--- src/sli_pkg.sv ---
// ----------------------------------------------------------------------------
// sli_pkg: shared types and constants for the sorted list unit
// Action and status codes, the value width and the per-cell control and flag
// bundles passed between the top level and the storage cells.
// ----------------------------------------------------------------------------
package sli_pkg;

  // width of one stored value
  localparam int VAL_W = 32;

  // default list capacity
  localparam int DEF_LIST_DEPTH = 16;

  // request action codes
  typedef enum logic [1:0] {
    ACT_INSERT = 2'd0,
    ACT_REMOVE = 2'd1,
    ACT_FIND   = 2'd2,
    ACT_NONE   = 2'd3
  } action_t;

  // result status codes
  typedef enum logic [1:0] {
    ST_OK      = 2'd0,
    ST_FULL    = 2'd1,
    ST_EMPTY   = 2'd2,
    ST_MISSING = 2'd3
  } status_t;

  // broadcast from the top level to every cell
  typedef struct packed {
    logic                    do_ins;
    logic                    do_rem;
    logic signed [VAL_W-1:0] value;
  } cell_ctrl_t;

  // per-cell compare results
  typedef struct packed {
    logic lt;
    logic eq;
  } cell_flag_t;

endpackage

--- src/sli_cell.sv ---
// ----------------------------------------------------------------------------
// sli_cell: one slot of the sorted list
// Holds one entry, compares it against the broadcast value and on insert or
// remove takes its left or right neighbor's entry to open or close a gap.
// ----------------------------------------------------------------------------
module sli_cell (
  input  logic                                 clk,
  input  sli_pkg::cell_ctrl_t                  ctrl,
  input  logic                                 occupied,
  input  logic                                 left_lt,
  input  logic signed [sli_pkg::VAL_W-1:0]     left_val,
  input  logic signed [sli_pkg::VAL_W-1:0]     right_val,
  output logic signed [sli_pkg::VAL_W-1:0]     entry,
  output sli_pkg::cell_flag_t                  flag
);
  import sli_pkg::*;

  logic signed [VAL_W-1:0] entry_r;
  logic signed [VAL_W-1:0] entry_nxt;

  // compare against the broadcast value, only when the slot holds an entry
  always_comb begin
    flag.lt = occupied && (entry_r < ctrl.value);
    flag.eq = occupied && (entry_r == ctrl.value);
  end

  // slots at or above the insert point shift up, at or above the hit shift down
  always_comb begin
    entry_nxt = entry_r;
    if (ctrl.do_ins && !flag.lt) begin
      entry_nxt = left_lt ? ctrl.value : left_val;
    end else if (ctrl.do_rem && !flag.lt) begin
      entry_nxt = right_val;
    end
  end

  // entry storage, no reset
  always_ff @(posedge clk) begin
    entry_r <= entry_nxt;
  end

  assign entry = entry_r;

endmodule

--- src/sorted_list_insert_remove_unit.sv ---
// ----------------------------------------------------------------------------
// sorted_list_insert_remove_unit: ascending list of signed values
// Insert, remove by value and find over a row of compare-and-shift cells with
// a count of stored entries and one registered result per request.
// ----------------------------------------------------------------------------
//  channel  ports                                        direction
//  in       in_valid in_stall in_action in_value         request in
//  out      out_valid out_stall out_status out_position  result out
//           out_value_out out_count
//
//  One request per cycle while the result is not stalled: every cell compares and shifts in the same cycle,
//  so the compare plus the first-hit encode across the row sets the cycle.
//  The result is registered and appears in the cycle after the request is taken.
//  Reset clears the count and the result valid; entries are left as they are.
//  A stalled result holds; a new request is taken whenever the result
//  register is empty or its result is taken in the same cycle.
// ----------------------------------------------------------------------------
module sorted_list_insert_remove_unit #(
  parameter int LIST_DEPTH = sli_pkg::DEF_LIST_DEPTH,
  parameter int POS_W      = (LIST_DEPTH > 1) ? $clog2(LIST_DEPTH) : 1,
  parameter int CNT_W      = $clog2(LIST_DEPTH + 1)
) (
  input  logic                              clk,
  input  logic                              rst_n,
  input  logic                              in_valid,
  output logic                              in_stall,
  input  logic [1:0]                        in_action,
  input  logic signed [sli_pkg::VAL_W-1:0]  in_value,
  output logic                              out_valid,
  input  logic                              out_stall,
  output logic [1:0]                        out_status,
  output logic [POS_W-1:0]                  out_position,
  output logic signed [sli_pkg::VAL_W-1:0]  out_value_out,
  output logic [CNT_W-1:0]                  out_count
);
  import sli_pkg::*;

  logic                     accept;
  action_t                  act;
  cell_ctrl_t               ctrl;
  logic signed [VAL_W-1:0]  entry_w [LIST_DEPTH];
  cell_flag_t               flag_w  [LIST_DEPTH];
  logic [LIST_DEPTH-1:0]    left_lt_w;
  logic [LIST_DEPTH-1:0]    lt_vec;
  logic [LIST_DEPTH-1:0]    eq_vec;
  logic                     any_eq;
  logic                     full;
  logic                     empty;
  logic [POS_W-1:0]         ins_pos;
  logic [POS_W-1:0]         eq_pos;
  status_t                  st;
  logic [POS_W-1:0]         pos;

  logic [CNT_W-1:0]         count_r;
  logic [CNT_W-1:0]         count_nxt;
  logic                     out_valid_r;
  status_t                  status_r;
  logic [POS_W-1:0]         position_r;
  logic signed [VAL_W-1:0]  value_r;

  // handshake
  assign in_stall = out_valid_r && out_stall;
  assign accept   = in_valid && !in_stall;
  assign act      = action_t'(in_action);

  assign full  = (count_r == CNT_W'(LIST_DEPTH));
  assign empty = (count_r == '0);

  // row of cells
  for (genvar g = 0; g < LIST_DEPTH; g++) begin : g_cell
    logic signed [VAL_W-1:0] lv;
    logic signed [VAL_W-1:0] rv;
    if (g == 0) begin : g_first
      assign lv           = in_value;
      assign left_lt_w[g] = 1'b1;
    end else begin : g_mid
      assign lv           = entry_w[g-1];
      assign left_lt_w[g] = flag_w[g-1].lt;
    end
    if (g == LIST_DEPTH - 1) begin : g_last
      assign rv = entry_w[g];
    end else begin : g_inner
      assign rv = entry_w[g+1];
    end
    assign lt_vec[g] = flag_w[g].lt;
    assign eq_vec[g] = flag_w[g].eq;

    sli_cell u_cell (
      .clk       (clk),
      .ctrl      (ctrl),
      .occupied  (count_r > CNT_W'(g)),
      .left_lt   (left_lt_w[g]),
      .left_val  (lv),
      .right_val (rv),
      .entry     (entry_w[g]),
      .flag      (flag_w[g])
    );
  end

  assign any_eq = |eq_vec;

  // encode the insert point and the first equal slot
  always_comb begin
    ins_pos = '0;
    eq_pos  = '0;
    for (int i = 0; i < LIST_DEPTH; i++) begin
      if (!lt_vec[i] && left_lt_w[i]) begin
        ins_pos = ins_pos | POS_W'(i);
      end
      if (eq_vec[i] && ((i == 0) || !eq_vec[(i == 0) ? 0 : i - 1])) begin
        eq_pos = eq_pos | POS_W'(i);
      end
    end
  end

  // action decode, status and next count
  always_comb begin
    ctrl.do_ins = 1'b0;
    ctrl.do_rem = 1'b0;
    ctrl.value  = in_value;
    st          = ST_OK;
    pos         = '0;
    count_nxt   = count_r;
    case (act)
      ACT_INSERT: begin
        if (full) begin
          st = ST_FULL;
        end else begin
          ctrl.do_ins = accept;
          pos         = ins_pos;
          count_nxt   = count_r + CNT_W'(1);
        end
      end
      ACT_REMOVE: begin
        if (empty) begin
          st = ST_EMPTY;
        end else if (!any_eq) begin
          st = ST_MISSING;
        end else begin
          ctrl.do_rem = accept;
          pos         = eq_pos;
          count_nxt   = count_r - CNT_W'(1);
        end
      end
      ACT_FIND: begin
        if (!any_eq) begin
          st = ST_MISSING;
        end else begin
          pos = eq_pos;
        end
      end
      default: begin
        st = ST_OK;
      end
    endcase
  end

  // count and result valid
  always_ff @(posedge clk) begin
    if (!rst_n) begin
      count_r     <= '0;
      out_valid_r <= 1'b0;
    end else begin
      if (accept) begin
        count_r     <= count_nxt;
        out_valid_r <= 1'b1;
      end else if (!out_stall) begin
        out_valid_r <= 1'b0;
      end
    end
  end

  // result payload
  always_ff @(posedge clk) begin
    if (accept) begin
      status_r   <= st;
      position_r <= pos;
      value_r    <= in_value;
    end
  end

  assign out_valid     = out_valid_r;
  assign out_status    = status_r;
  assign out_position  = position_r;
  assign out_value_out = value_r;
  assign out_count     = count_r;

  // count stays within capacity
  a_count_bound: assert property (@(posedge clk) disable iff (!rst_n)
    count_r <= CNT_W'(LIST_DEPTH))
    else $error("entry count above capacity");

  // a successful insert grows the list by one
  a_insert_grows: assert property (@(posedge clk) disable iff (!rst_n)
    accept && (act == ACT_INSERT) && !full |=> count_r == $past(count_r) + CNT_W'(1))
    else $error("insert did not bump the count");

  // a full report only comes with a full list
  a_full_count: assert property (@(posedge clk) disable iff (!rst_n)
    out_valid_r && (status_r == ST_FULL) |-> count_r == CNT_W'(LIST_DEPTH))
    else $error("full status with spare room");

  // errors always report position zero
  a_err_pos: assert property (@(posedge clk) disable iff (!rst_n)
    out_valid_r && (status_r != ST_OK) |-> position_r == '0)
    else $error("nonzero position on error");

endmodule

--- config.mk ---
export PLATFORM = sky130hd
export DESIGN_NAME = sorted_list_insert_remove_unit
export DESIGN_NICKNAME = d
export VERILOG_FILES = /design/src/sli_pkg.sv /design/src/sli_cell.sv /design/src/sorted_list_insert_remove_unit.sv
export SDC_FILE = /design/constraint.sdc
export NUM_CORES = 2
export LEC_CHECK = 0
export BUFFER_PORTS_ARGS = -buffer_cell sky130_fd_sc_hd__buf_4
export CORE_MARGIN = 1.5
export CORE_UTILIZATION = 55
export CTS_BUF_LIST = sky130_fd_sc_hd__clkbuf_16
export DETAILED_ROUTE_END_ITERATION = 8
export PLACE_DENSITY = 0.79
export SLEW_MARGIN = 20
export SYNTH_ARGS = -nofsm -noshare
export SYNTH_HDL_FRONTEND = slang
export SYNTH_SLANG_ARGS = --single-unit
export TNS_END_PERCENT = 5
--- constraint.sdc ---
create_clock -name clk -period 8.3 [get_ports clk]
set_clock_uncertainty 0.1 [all_clocks]
set_input_delay 0.83 -clock clk [delete_from_list [all_inputs] [get_ports clk]]
set_output_delay 0.83 -clock clk [all_outputs]
set_load 0.1 [all_outputs]
==> reports/results.tsv <==
stage	metric	value	unit
outcome	run_status	complete, no violations	
pwr	vdd_ir_drop_max	0.1636	mV
cts	clk_pin_slew	0.06	ns
critical_path	endpoint_kind	flip-flop	
logic_synthesis	synth_cell_types	78	
floorplanning	core_area	70030	um2
logic_synthesis	synth.top_cells.by_count	a21oi_1 (562), edfxtp_1 (550), ha_1 (517)	
critical_path	worst-path-stages	11	
cts	cts_hold_buffers	0	
min_path	hp-class	input port to flip-flop	
timing	worst_pin_slew	1.178	ns
min_path	holdPathStages	2	
cts	postCtsSetupBuffers	0	
floorplanning	die_area	72470	um2
cts	cts_resized	0	
timing	rsz0062_at_grt	no	
cts	cts_max_level	2	
logic_synthesis	avgSynthCellArea	9.638	um2
global_route	grt_pass1_vias	31230	
timing	slew_viol_final	0	
detailed_routing	antenna_left	0	
cts	clockRootBuffer	clkbuf_16	
timing	finalCritPeriodShare	72.43	%
timing	fmax	166.3	MHz
placement	port_buffers	82	
logic_synthesis	ys_warn_count	0	
logic_synthesis	synth-async-reset-ratio	0	%
critical_path	max_stage_delay	0.95	ns
global_route	grt_max_degree	67	
cts	insertion_delay	0.64	ns
global_route	antenna_found_initial	2	
critical_path	worstPathRequired	8.53	ns
timing	min_period	6.012	ns
cts	clock-sinks	556	
global_route	gr-total-overflow	0	
logic_synthesis	synth_edf_count	550	
critical_path	worstSetupPathType	input port to flip-flop	
finish	fin_nets	4586	
detailed_routing	viasPerCell	6.448	
detailed_routing	drtIter0Drc	3575	
critical_path	slowest_stage	nor4_1	
critical_path	critPathTopFamily	simple AND/OR/NAND/NOR gates	
logic_synthesis	yosys-top-cells-area	edfxtp_1 (42%), ha_1 (17%), a21oi_1 (7.2%)	
placement	gp_congestion	0.9787	
critical_path	arrival	6.24	ns
placement	dp.final_hpwl	83890	um
detailed_routing	dr.pass1.iters	7	
timing	hold_violations	0	
global_route	grtUsageMet1	41.54	%
logic_synthesis	synthCells	4044	
pwr	p_total	7.103	mW
finish	area_delta_synth_final	9.043	%
floorplanning	die_h	269.2	um
global_route	use_met3	4.417	%
detailed_routing	wirelength	112900	um
detailed_routing	vias	32360	
timing	setup_tns	0	ns
critical_path	worst-path-buf-inv	2	
logic_synthesis	synth_top_area_share	42.37	%
finish	insertedDiodeCount	0	
detailed_routing	wl_per_cell	22.49	um
floorplanning	rows	97	
floorplanning	initial_core_util	55.66	%
global_route	grt_busiest_layer	met2	
global_route	grt_pass1_wl	176200	um
logic_synthesis	ys_seq_area_share	42.68	%
global_route	grtUsageMet2	48.27	%
floorplanning	io_pins	83	
critical_path	cp-start-kind	input port	
pwr	power_density	167.1	nW/um2
logic_synthesis	syn_nets	4599	
floorplanning	die_w	269.2	um
global_route	grtUsageTotal	30.57	%
cts	cts.path.max_buffers	3	
critical_path	r2r_cells	9	
timing	hold_slack	0.3131	ns
timing	maxSlewHeadroom	21.26	%
logic_synthesis	synth-seq-cells	556	
detailed_routing	drc_errors	0	
cts	numCtsBuffers	60	
logic_synthesis	synth_ff_type	edfxtp_1	
run	max_cap_viol_count	0	
timing	setup_violations	0	
logic_synthesis	synth_most_common_cell	a21oi_1	
logic_synthesis	yosys.area.top_type	edfxtp_1	
logic_synthesis	netlist_area	38980	um2
finish	drive_gt1_share	7.943	%
critical_path	critPathMaxFanout	23	
critical_path	path_cells	buf_4 > clkinv_1 > ha_1 > nand4_1 > nor4_1 > nand2_1 > nor3_1 > mux2i_1 > o31a_1 > a2111oi_0 > o21ai_0	
cts	cts_tree	built	
pwr	p_leak	16.71	nW
==> layout make-up <==
class	count	area [um2]
repair buffers	138	1076
clock buffers	61	1526
clock inverters	49	415.4
fillers	5691	27530
inverters	72	270.3
well taps	940	1176
flip-flops and latches	556	16640
multi-input cells	3203	21400
==> sequential cells by signal, summed over array words and instances, names as in the netlist <==
| register | flops |
|---|---|
| g_cell.u_cell.entry | 512 |
| out_value_out | 32 |
| out_count | 5 |
| out_position | 4 |
| out_status | 2 |
| out_valid | 1 |
==> where the power goes <==
part | internal [mW] | leakage [nW] | switching, mW
registers | 3.20 | 5.10 | 0.0782
logic | 0.355 | 10.6 | 0.735
clock network | 1.57 | 1.00 | 1.17
==> path summary, 6_finish.rpt <==
kind,startpoint,endpoint,slack (ns)
worst min-delay path,in_valid,out_valid$_SDFFE_PN0P_,0.31
worst min register to register,g_cell[1].u_cell.entry[0]$_DFFE_PP_,g_cell[0].u_cell.entry[0]$_DFFE_PP_,0.48
worst max-delay path,in_value[29],out_position[3]$_DFFE_PP_,2.29
worst max register to register,g_cell[13].u_cell.entry[31]$_DFFE_PP_,out_position[3]$_DFFE_PP_,3.37
==> metrics by stage <==
stage               utilization, %  area (um2)  std cells  setup slack (ns)
floorplan                        -       38980       4044             1.726
global placement             57.81       40480       4907             1.773
detailed placement           57.81       40480       4907             1.757
CTS                          60.58       42430       5017             2.420
global route                 60.69       42500       5019             2.043
finish                       60.69       42500       5019             2.288
==> layer usage <==
| metal | share of wire [%] | vias up |
|---|---|---|
| li1 | - | 15120 |
| met1 | 41 | 15280 |
| met2 | 45 | 1674 |
| met3 | 9.1 | 294 |
| met4 | 4.9 | 0 |
| met5 | 0 | - |
==> worst reg2reg max path, delay by kind of cell, from the launching register on <==
family          cells  cell delay, ns
simple gates        4            2.09
compound gates      3            1.48
flops               1            0.44
fa+ha+maj           1            0.34
mux                 1            0.18
==> cell families after synthesis <==
logic type,Yosys count,synth area share (%)
and+or+nand+nor,1292,14.59
AOI/OAI and AO/OA,1143,16.42
DFF,556,42.68
adders and majority gates,517,16.60
buffers and inverters,285,3.101
muxes,247,6.526
xor gates and xnor gates,4,0.08987
==> layout by cell type (no fill, tap or decap), types with 7 or more instances in the layout <==
master     netlist  layout
clkinv_2         0      11
nand2b_1        13      11
ha_1           517     517
mux2i_1        204     199
nor2_2           2       7
bufinv_16        0       8
edfxtp_1       550     550
or3_1            9       9
inv_1           41      55
o211ai_1        13      13
a221oi_1         7       7
and2_1           7       7
o21a_1          14      13
a21o_1          43      43
a211o_1          8       8
and3_1          11      11
o21ai_1         30      30
a31oi_1         69      69
nor3_1          28      26
a211oi_1        13      13
o21ai_0        306     306
nand4_1        121     121
clkinv_1        31      45
and4_1          21      21
mux2i_4          1       7
a21oi_1        562     562
a2111oi_0        8       7
nor4_1          22      22
nand2_1        496     490
buf_4            6     136
clkbuf_16        0      61
nor2_4           0      14
nor2b_1         33      30
o21ba_2          8       8
nand3_1         41      40
a221o_1          8       8
nor2_1         468     449
mux2_2          40      40
(Power assumes the default switching activity.)
